## config.mk

```make
export PLATFORM = sky130hd
export DESIGN_NAME = fasta_stream_parser_top_flat
export DESIGN_NICKNAME = d
export VERILOG_FILES = /design/src/hw/rtl/fsp_pkg.sv /design/src/hw/rtl/fsp_if.sv /design/src/hw/rtl/fsp_in_stage.sv /design/src/hw/rtl/fsp_core.sv /design/src/hw/rtl/fsp_out_stage.sv /design/src/hw/rtl/fasta_stream_parser_top.sv /design/src/flat_wrapper.sv
export SDC_FILE = /design/constraint.sdc
export NUM_CORES = 1
export LEC_CHECK = 0
export BUFFER_PORTS_ARGS = -buffer_cell sky130_fd_sc_hd__buf_2
export CAP_MARGIN = 20
export CORE_MARGIN = 2
export CORE_UTILIZATION = 59
export CTS_CLUSTER_SIZE = 12
export DETAILED_ROUTE_END_ITERATION = 7
export PLACE_DENSITY = 0.81
export SLEW_MARGIN = 20
export SYNTH_ARGS = -nofsm -noshare
export SYNTH_HDL_FRONTEND = slang
export SYNTH_SLANG_ARGS = --single-unit
```

## constraint.sdc

```tcl
create_clock -name clk -period 4.5 [get_ports clk]
set_clock_uncertainty 0.1 [all_clocks]
set_input_delay 0.9 -clock clk [delete_from_list [all_inputs] [get_ports clk]]
set_output_delay 0.9 -clock clk [all_outputs]
set_load 0.01 [all_outputs]
```

## src/hw/rtl/fsp_pkg.sv

```systemverilog
// Shared types, codes and helpers of the FASTA stream parser.
`default_nettype none
package fsp_pkg;

	localparam int LENGTH_BITS = 32;
	localparam int LEN_FIELD_BITS = 32;

	// Input command codes
	localparam logic CMD_DATA = 1'b0;
	localparam logic CMD_END  = 1'b1;

	// Result kinds
	localparam logic [2:0] KIND_HEADER_BYTE = 3'd0;
	localparam logic [2:0] KIND_HEADER_END  = 3'd1;
	localparam logic [2:0] KIND_SEQ_BYTE    = 3'd2;
	localparam logic [2:0] KIND_RECORD_END  = 3'd3;
	localparam logic [2:0] KIND_ERROR       = 3'd4;

	// Parser modes
	localparam logic [1:0] MODE_IDLE     = 2'd0;
	localparam logic [1:0] MODE_HEADER   = 2'd1;
	localparam logic [1:0] MODE_SEQUENCE = 2'd2;
	localparam logic [1:0] MODE_ERROR    = 2'd3;

	// Characters
	localparam logic [7:0] CH_GT   = 8'h3E;
	localparam logic [7:0] CH_DASH = 8'h2D;
	localparam logic [7:0] CH_SP   = 8'h20;
	localparam logic [7:0] CH_TAB  = 8'h09;
	localparam logic [7:0] CH_NL   = 8'h0A;

	typedef logic [LENGTH_BITS-1:0] count_t;

	typedef struct packed {
		logic       command;
		logic [7:0] in_byte;
	} item_t;

	typedef struct packed {
		logic [2:0]                result_kind;
		logic [7:0]                out_byte;
		logic [LEN_FIELD_BITS-1:0] record_length;
	} result_t;

	function automatic logic is_seq_char(input logic [7:0] c);
		return (c >= 8'h41 && c <= 8'h5A) || (c >= 8'h61 && c <= 8'h7A) || (c == CH_DASH);
	endfunction

	// Clamp the running count to the 32-bit length field.
	function automatic logic [LEN_FIELD_BITS-1:0] clamp_len(input count_t c);
		logic [63:0] w;
		w = 64'(c);
		if ((w >> LEN_FIELD_BITS) != 64'd0)
			return '1;
		return w[LEN_FIELD_BITS-1:0];
	endfunction

endpackage
`default_nettype wire

```

## src/hw/rtl/fsp_if.sv

```systemverilog
// Valid/ready channel interfaces for the parser input and result streams.
`default_nettype none
interface fsp_in_if;
	import fsp_pkg::*;
	logic       valid;
	logic       ready;
	logic       command;
	logic [7:0] in_byte;
	modport source(output valid, output command, output in_byte, input ready);
	modport sink(input valid, input command, input in_byte, output ready);
endinterface

interface fsp_out_if;
	import fsp_pkg::*;
	logic                      valid;
	logic                      ready;
	logic [2:0]                result_kind;
	logic [7:0]                out_byte;
	logic [LEN_FIELD_BITS-1:0] record_length;
	modport source(output valid, output result_kind, output out_byte, output record_length,
		input ready);
	modport sink(input valid, input result_kind, input out_byte, input record_length,
		output ready);
endinterface
`default_nettype wire

```

## src/hw/rtl/fsp_in_stage.sv

```systemverilog
// Input register stage: takes one input word per cycle unless stalled.
`default_nettype none
module fsp_in_stage (
	input  wire logic           clk,
	input  wire logic           arst_n,
	input  wire logic           in_valid,
	input  wire fsp_pkg::item_t in_item,
	output logic                in_ready,
	input  wire logic           advance,
	output logic                valid_s1,
	output fsp_pkg::item_t      item_s1
);
	import fsp_pkg::*;

	// Take a new word when the register is empty or the held one moves on this cycle
	assign in_ready = !valid_s1 || advance;

	always_ff @(posedge clk or negedge arst_n) begin
		if (!arst_n) begin
			valid_s1 <= 1'b0;
		end else if (in_ready) begin
			valid_s1 <= in_valid;
		end
	end

	always_ff @(posedge clk) begin
		if (in_ready && in_valid) begin
			item_s1 <= in_item;
		end
	end

endmodule
`default_nettype wire

```

## src/hw/rtl/fsp_core.sv

```systemverilog
// Parser state and per-word decode of header, sequence and end-of-input words.
`default_nettype none
module fsp_core (
	input  wire logic           clk,
	input  wire logic           arst_n,
	input  wire logic           fire,
	input  wire fsp_pkg::item_t item_s1,
	output logic                res_valid,
	output fsp_pkg::result_t    res
);
	import fsp_pkg::*;

	logic [1:0] mode_q;
	logic [1:0] mode_d;
	count_t     count_q;
	count_t     count_d;

	always_comb begin
		mode_d    = mode_q;
		count_d   = count_q;
		res_valid = 1'b0;
		res       = '{result_kind: KIND_HEADER_BYTE, out_byte: 8'd0, record_length: '0};
		if (item_s1.command == CMD_END) begin
			if (mode_q == MODE_HEADER || mode_q == MODE_SEQUENCE) begin
				res_valid         = 1'b1;
				res.result_kind   = KIND_RECORD_END;
				res.record_length = clamp_len(count_q);
			end
			mode_d  = MODE_IDLE;
			count_d = '0;
		end else begin
			unique case (mode_q)
				MODE_IDLE: begin
					if (item_s1.in_byte == CH_GT) begin
						mode_d  = MODE_HEADER;
						count_d = '0;
					end
				end
				MODE_HEADER: begin
					res_valid = 1'b1;
					if (item_s1.in_byte == CH_NL) begin
						mode_d          = MODE_SEQUENCE;
						res.result_kind = KIND_HEADER_END;
					end else begin
						res.result_kind = KIND_HEADER_BYTE;
						res.out_byte    = item_s1.in_byte;
					end
				end
				MODE_SEQUENCE: begin
					case (item_s1.in_byte) inside
						CH_NL, CH_SP, CH_TAB: begin
							// skip whitespace
						end
						CH_GT: begin
							res_valid         = 1'b1;
							res.result_kind   = KIND_RECORD_END;
							res.record_length = clamp_len(count_q);
							mode_d            = MODE_HEADER;
							count_d           = '0;
						end
						default: begin
							res_valid    = 1'b1;
							res.out_byte = item_s1.in_byte;
							if (is_seq_char(item_s1.in_byte)) begin
								res.result_kind = KIND_SEQ_BYTE;
								// saturate at all ones
								if (count_q != '1)
									count_d = count_q + 1'b1;
							end else begin
								res.result_kind = KIND_ERROR;
								mode_d          = MODE_ERROR;
							end
						end
					endcase
				end
				MODE_ERROR: begin
					// drop data words until end of input
				end
				default: begin
				end
			endcase
		end
	end

	always_ff @(posedge clk or negedge arst_n) begin
		if (!arst_n) begin
			mode_q  <= MODE_IDLE;
			count_q <= '0;
		end else if (fire) begin
			mode_q  <= mode_d;
			count_q <= count_d;
		end
	end

endmodule
`default_nettype wire

```

## src/hw/rtl/fsp_out_stage.sv

```systemverilog
// Result register: holds one result word until the output channel takes it.
`default_nettype none
module fsp_out_stage (
	input  wire logic             clk,
	input  wire logic             arst_n,
	input  wire logic             valid_s1,
	input  wire logic             res_valid,
	input  wire fsp_pkg::result_t res,
	input  wire logic             out_ready,
	output logic                  advance,
	output logic                  out_valid_q,
	output fsp_pkg::result_t      out_res_q
);
	import fsp_pkg::*;

	// Advance when the result slot is empty or being drained
	assign advance = !out_valid_q || out_ready;

	always_ff @(posedge clk or negedge arst_n) begin
		if (!arst_n) begin
			out_valid_q <= 1'b0;
		end else if (advance) begin
			out_valid_q <= valid_s1 && res_valid;
		end
	end

	always_ff @(posedge clk) begin
		if (advance && valid_s1 && res_valid) begin
			out_res_q <= res;
		end
	end

endmodule
`default_nettype wire

```

## src/hw/rtl/fasta_stream_parser_top.sv

```systemverilog
// A word goes from the input register through the decode to the result register.
// Throughput: one word per cycle; the decode between the input register
// and the result register sets this, and it holds while the output channel drains.
// A word with no result (skipped, ignored or dropped) leaves the output empty.
// Reset: arst_n clears both valid flags, the parser mode to idle and the count to zero.
`default_nettype none
module fasta_stream_parser_top (
	input  wire logic clk,
	input  wire logic arst_n,
	fsp_in_if.sink    in_ch,
	fsp_out_if.source out_ch
);
	import fsp_pkg::*;

	item_t   in_item;
	item_t   item_s1;
	logic    valid_s1;
	logic    advance;
	logic    fire;
	logic    res_valid;
	result_t res;
	logic    out_valid_q;
	result_t out_res_q;

	assign in_item = '{command: in_ch.command, in_byte: in_ch.in_byte};
	assign fire    = valid_s1 && advance;

	fsp_in_stage u_in (
		.clk      (clk),
		.arst_n   (arst_n),
		.in_valid (in_ch.valid),
		.in_item  (in_item),
		.in_ready (in_ch.ready),
		.advance  (advance),
		.valid_s1 (valid_s1),
		.item_s1  (item_s1)
	);

	fsp_core u_core (
		.clk       (clk),
		.arst_n    (arst_n),
		.fire      (fire),
		.item_s1   (item_s1),
		.res_valid (res_valid),
		.res       (res)
	);

	fsp_out_stage u_out (
		.clk         (clk),
		.arst_n      (arst_n),
		.valid_s1    (valid_s1),
		.res_valid   (res_valid),
		.res         (res),
		.out_ready   (out_ch.ready),
		.advance     (advance),
		.out_valid_q (out_valid_q),
		.out_res_q   (out_res_q)
	);

	assign out_ch.valid         = out_valid_q;
	assign out_ch.result_kind   = out_res_q.result_kind;
	assign out_ch.out_byte      = out_res_q.out_byte;
	assign out_ch.record_length = out_res_q.record_length;

endmodule
`default_nettype wire

```

## src/flat_wrapper.sv

```systemverilog
// flat-port wrapper written by rule: the top's interface ports become plain ports
module fasta_stream_parser_top_flat import fsp_pkg::*;
  (clk, arst_n, in_ch_valid, in_ch_command, in_ch_in_byte, in_ch_ready, out_ch_valid, out_ch_result_kind, out_ch_out_byte, out_ch_record_length, out_ch_ready);
  fsp_in_if in_ch_i ();
  fsp_out_if out_ch_i ();
  input  wire logic clk;
  input  wire logic arst_n;
  input wire logic [$bits(in_ch_i.valid)-1:0] in_ch_valid;
  input wire logic [$bits(in_ch_i.command)-1:0] in_ch_command;
  input wire logic [$bits(in_ch_i.in_byte)-1:0] in_ch_in_byte;
  output wire logic [$bits(in_ch_i.ready)-1:0] in_ch_ready;
  output wire logic [$bits(out_ch_i.valid)-1:0] out_ch_valid;
  output wire logic [$bits(out_ch_i.result_kind)-1:0] out_ch_result_kind;
  output wire logic [$bits(out_ch_i.out_byte)-1:0] out_ch_out_byte;
  output wire logic [$bits(out_ch_i.record_length)-1:0] out_ch_record_length;
  input wire logic [$bits(out_ch_i.ready)-1:0] out_ch_ready;
  assign in_ch_i.valid = in_ch_valid;
  assign in_ch_i.command = in_ch_command;
  assign in_ch_i.in_byte = in_ch_in_byte;
  assign in_ch_ready = in_ch_i.ready;
  assign out_ch_valid = out_ch_i.valid;
  assign out_ch_result_kind = out_ch_i.result_kind;
  assign out_ch_out_byte = out_ch_i.out_byte;
  assign out_ch_record_length = out_ch_i.record_length;
  assign out_ch_i.ready = out_ch_ready;
  fasta_stream_parser_top u_core (.clk(clk), .arst_n(arst_n), .in_ch(in_ch_i), .out_ch(out_ch_i));
endmodule
```

; Word level (Yosys, flattened, before mapping)
; Cells that the tools add are included.
[classes]
addsub = 1
order_cmp = 4
eq_ne = 14
muxes = 41
n_reduce_logical = 19
[op_table]
columns = cell, n
row1 = 32-bit two-way mux, 13
row2 = 32-bit one-hot mux with 2 select lines, 1
row3 = "32-bit by 1-bit adder with 32-bit output, second input constant", 1
row4 = "32-bit inequality test, second input constant", 1
row5 = "8-bit by 6-bit equality test with 1-bit output, second input constant", 3
row6 = 8-bit two-way mux, 3
row7 = 11-bit one-hot mux with 2 select lines, 1
row8 = "8-bit by 4-bit equality test with 1-bit output, second input constant", 2
row9 = "8-bit by 7-bit greater-or-equal comparator with 1-bit output, second input constant", 2
row10 = "8-bit by 7-bit less-or-equal comparator with 1-bit output, second input constant", 2
row11 = 2-bit two-way mux, 7
row12 = 3-bit two-way mux, 4
row13 = 6-bit AND reduction, 2
row14 = 1-bit two-way mux, 10
row15 = "4-bit by 1-bit inequality test with 1-bit output, second input constant", 2
row16 = 1-bit logical AND, 6
row17 = "3-bit by 2-bit inequality test with 1-bit output, second input constant", 2
row18 = 2-bit one-hot mux with 3 select lines, 1
row19 = 1-bit logical OR, 5
row20 = "4-bit by 3-bit inequality test with 1-bit output, second input constant", 1
row21 = 4-bit nonzero test, 1
row22 = "3-bit by 1-bit inequality test with 1-bit output, second input constant", 1
row23 = 3-bit nonzero test, 1
row24 = 3-bit OR reduction, 1
row25 = 5 further kinds, 6
[totals]
ff_bits = 88
in_bits = 13
output_inout_bits = 45
wordCells = 88

; Longest topological paths before layout
[logic_depth]
word_depth = 10
ltp_mapped = 10
ltp_nobuf = 8

; Cells and area by module
; A second synthesis with hierarchy kept.
[unflattened]
cells_unflattened = 407
hier_area_um2 = 4424.2
[by_module_without_submodules]
columns = module, n_inst, cells_each, area_per_inst_um2, seq_area_each_um2
row1 = fsp_core, 1, 345, 2742.6, 850.8
row2 = fsp_out_stage, 1, 48, 1351.3, 1316.3
row3 = fsp_in_stage, 1, 13, 324.1, 295.3
row4 = fasta_stream_parser_top, 1, 1, 6.3, 0.0

; Worst setup path before layout
; Ideal clock, no wire load.
[synth_path]
path_kind = flip-flop to flip-flop
startpoint = register, netlist name u_core.u_in.item_s1[3]
endpoint = register u_core.u_out.out_valid_q
setup_time_ps = 122
arrival_ps = 2692
required_time_ps = 4278
setup_slack_ps = 1586
path_stages_with_launch = 6
n_path_buf = 0
synth_period_minus_slack_ps = 2914
cell_sequence = edfxtp_1 or4_1 nor4b_1 nor3b_1 o311a_1 a21o_1
[synth_between]
elab_chain_cells = 6
elab_cells_between_ends = 8
classes_between = 3 x eq/ne / 3 x mux / 2 x reduce/logical
[synth_rtl]
columns = item, line
row1 = 8-bit by 4-bit equality test with 1-bit output (no line) / 8-bit by 6-bit equality test with 1-bit output (equally long branches), -
row2 = 3-bit OR reduction *, fsp_core.sv:50  ; case (item_s1.in_byte) inside
row3 = 1-bit two-way mux *, fsp_core.sv:50
row4 = 1-bit one-hot mux with 2 select lines *, fsp_core.sv:32  ; unique case (mode_q)
row5 = 1-bit two-way mux *, fsp_core.sv:23  ; if (item_s1.command == CMD_END) begin
row6 = 1-bit logical AND *, fsp_out_stage.sv:23  ; out_valid_q <= valid_s1 && res_valid;
row7 = "end signal, assigned", fsp_out_stage.sv:23
row8 = "end, declared", fsp_out_stage.sv:11  ; output logic out_valid_q,
; Mark *: on every way between the ends. The rest lies on a longest branch, timed or not.
; A chain may end at the register's enable or synchronous reset.

; Worst setup path after layout
[layout_path]
startpoint = register, netlist name u_core.u_in.item_s1[0]
endpoint = register u_core.u_core.count_q[3]
[layout_between]
elab_chain_cells = 6
elab_cells_between_ends = 23
classes_between = 4 x order compare / 9 x eq/ne / 4 x mux / 6 x reduce/logical
[layout_rtl]
columns = item, line
row1 = 8-bit by 7-bit greater-or-equal comparator with 1-bit output / 8-bit by 7-bit less-or-equal comparator with 1-bit output (equally long branches), fsp_pkg.sv:46  ; return (c >= 8'h41 && c <= 8'h5A) || (c >= 8'h61 && c <= 8'h7A) || (c == CH_DASH);
row2 = 1-bit logical AND, fsp_pkg.sv:46
row3 = 1-bit logical OR (2 in series), fsp_pkg.sv:46
row4 = 4-bit by 1-bit inequality test with 1-bit output (no line), -
row5 = 6-bit AND reduction (no line), -
row6 = "end signal, assigned", fsp_core.sv:91  ; count_q <= count_d;
row7 = "end, declared", fsp_core.sv:15  ; count_t count_q;
; Several ways; a longest one is shown, not always the timed one. The select of a mux whose other input is x is not followed.

==> results by group <==
Die
  – Starting Density: 0.603
  – I/O pin total: 58
  – Chip width: 89.6 um
  – Core area: 7180 um2
  – Area of the die: 8030 um2
  – Die height: 89.6 um
  – Site Rows: 31

Route
  – Met2 routed WL: 4.27 mm
  – Iter 0 DRT Violations: 391
  – Detailed-route via count: 3305
  – Avg WL per Cell: 16.0 um
  – Met3 WL: 579 um
  – Detail-routed via count per cell: 6.14
  – DRT met1 WL: 3.58 mm
  – Pre-antenna DRT Iters: 5
  – Antenna viol nets, final: 0
  – DR DRC count: 0
  – Drt total wl: 8.59 mm
  – Uppermost layer routed: met4

Clock network
  – Hold buffers post-CTS: 0
  – Clock Tree Root: clkbuf_8
  – CTS resizes: 0
  – Clock H-tree levels: 3
  – Num CTS Buffers: 9
  – Max clock buf depth: 2
  – CTS tree: yes
  – Post-CTS Setup Repair Bufs: 0
  – Clock-pin slew on the worst setup and hold paths: 90 ps
  – Number of clock sinks: 88
  – Skew-Pair Late Insertion Delay: 360 ps

Critical path
  – Critical Path Source Type: register
  – CP endpoint kind: register
  – Reg2Reg Depth: 6
  – CP Data Arrival Time: 3350 ps
  – Crit path required time: 4630 ps
  – Maximum fanout along the worst path: 23
  – Worst Path Class, Setup: reg -> reg

Global routing
  – Pin count of the biggest net entering global routing: 45
  – Initial antenna violation count: 0
  – First-pass GRT wire length: 14.3 mm
  – GRT Util Overall: 0.234
  – Global route overflow: 0
  – Vias in the first global route: 3066

Synthesis
  – Post-synth top cells: 52 x edfxtp_1, 41 x and2_1, 36 x dfrtp_1, 30 x nand2_1, 21 x nor2_1
  – Synth Register Bits: 88
  – FFs w/ async S/R, synth: 0.409
  – Syn Area/Cell: 11.3 um2
  – Syn Nets: 399
  – Largest area contributor in the netlist: edfxtp_1
  – Ys Warns: 0
  – Most common cell in the synthesized netlist: edfxtp_1
  – Ys flop type: edfxtp_1
  – EDFF count, synth: 52
  – Syn Std Cell Area: 4330 um2
  – Post-Synthesis Cells: 382
  – Proportion of netlist area held by the largest area contributor: 0.361
  – Synth area leaders: edfxtp_1 36%, dfrtp_1 21%, and2_1 5.9%, o311ai_0 3.0%, o31ai_1 3.0%
  – Part of the Yosys area used for sequential elements: 0.569
  – Netlist cell types: 59

STA
  – Max Slew Vio Count: 0
  – RSZ-0062 raised after global routing: false
  – Hold_ws: 408 ps
  – Crit share post-route: 0.716
  – Min cycle time layout: 3220 ps
  – Endpoints failing setup: 0
  – Fin. Hold Viols: 0
  – Slew margin rel.: 0.384
  – Max Freq: 310 MHz
  – Setup total negative slack: 0 ps
  – Worst slew pin tran: 925 ps

Layout
  – Ratio of cells with drive above 1 in the final layout: 0.223
  – Filler cell count in the final layout: 537
  – Nets@finish: 451
  – ANT cells: 0
  – Layout area overhead: 12.6%

Placement
  – IO Port Bufs: 57
  – Detailed Place HPWL: 5.77 mm
  – Final weighted congestion in routability-driven placement: 0.903

Status
  – Outcome: finished clean

Pwr
  – Worst vdd ir: 0.371 mV
  – Leak: 0.00187 uW
  – Pwr Density: 434 nW/um2
  – Total power: 2110 uW

Hold path
  – Worst hold path cell count: 1
  – Worst hold path type: reg -> reg

Job
  – Max Cap Viol: 0
==> critical path: stages (launching register included) <==
cell and delay [ps]:
edfxtp_1 530, a21oi_1 190, o22ai_1 110, o22ai_1 740, nand2_1 710, o311ai_0 580, o31ai_1 140
==> path summary, 6_finish.rpt <==
path	from	to	slack [ps]
min in group asynchronous	arst_n	u_core.u_out.out_valid_q$_DFFE_PN0P_	530
max reg2reg	u_core.u_in.item_s1[0]$_DFFE_PP_	u_core.u_core.count_q[3]$_DFFE_PN0P_	1280
min reg2reg	u_core.u_core.count_q[21]$_DFFE_PN0P_	u_core.u_core.count_q[21]$_DFFE_PN0P_	410
max	u_core.u_in.item_s1[0]$_DFFE_PP_	u_core.u_core.count_q[3]$_DFFE_PN0P_	1280
max in group asynchronous	arst_n	u_core.u_core.count_q[27]$_DFFE_PN0P_	3250
min	u_core.u_core.count_q[21]$_DFFE_PN0P_	u_core.u_core.count_q[21]$_DFFE_PN0P_	410
==> per-layer routing <==
| layer | up-vias | global-route usage |
|---|---|---|
| met5 | - | 0 |
| met1 | 1564 | 0.312 |
| met2 | 159 | 0.380 |
| li1 | 1567 | - |
| met3 | 15 | 0.0402 |
| met4 | 0 | 0.106 |
==> flip-flops by register name, summed over array words and instances (netlist names) <==
| name | flops |
|---|---|
| u_core.u_out.out_res_q | 43 |
| u_core.u_in.valid_s1 | 1 |
| u_core.u_out.out_valid_q | 1 |
| u_core.u_core.count_q | 32 |
| u_core.u_in.item_s1 | 9 |
| u_core.u_core.mode_q | 2 |
==> where the power goes <==
| part | internal [uW] | switching (uW) |
|---|---|---|
| clock | 273 | 284 |
| sequential | 1000 | 45.2 |
| combinational | 168 | 342 |
| total | 1440 | 671 |
==> cell type report <==
type | count | area [um2] | share of cell area
Clock buffer | 10 | 138 | 0.0283
Clock inverter | 6 | 67.6 | 0.0139
Inverter | 10 | 37.5 | 0.00771
Multi-Input combinational cell | 266 | 1740 | 0.358
Sequential cell | 88 | 2460 | 0.506
Tap cell | 99 | 124 | 0.0254
Timing Repair Buffer | 59 | 300 | 0.0616
==> cell families after synthesis <==
group / after synthesis / synth area share
and+or+nand+nor: 174 / 0.234
DFF: 88 / 0.569
AOI/OAI and AO/OA: 78 / 0.129
buffers and inverters: 28 / 0.0315
muxes: 9 / 0.0220
adders and majority gates: 4 / 0.0116
xor gates and xnor gates: 1 / 0.00203
==> through the flow <==
step	instances	utilization	setup slack [ps]	instance area, um2
3_3_place_gp	522	0.649	1470	4660
5_1_grt	538	0.679	950	4870
6_report	538	0.679	1280	4870
3_5_place_dp	522	0.649	1310	4660
4_1_cts	538	0.677	1270	4860
2_1_floorplan	382	-	1590	4330
==> cells in the final DEF, fill, tap and decap left out, types with 13 or more instances in the layout <==
| cell | instances |
|---|---|
| and2_1 | 41 |
| buf_2 | 57 |
| dfrtp_1 | 36 |
| edfxtp_1 | 52 |
| nand2_1 | 30 |
| nand3_1 | 20 |
| nand4_1 | 13 |
| nor2_1 | 21 |
| o311ai_0 | 15 |
| o31ai_1 | 17 |
Power figures use the tool's default switching activity.
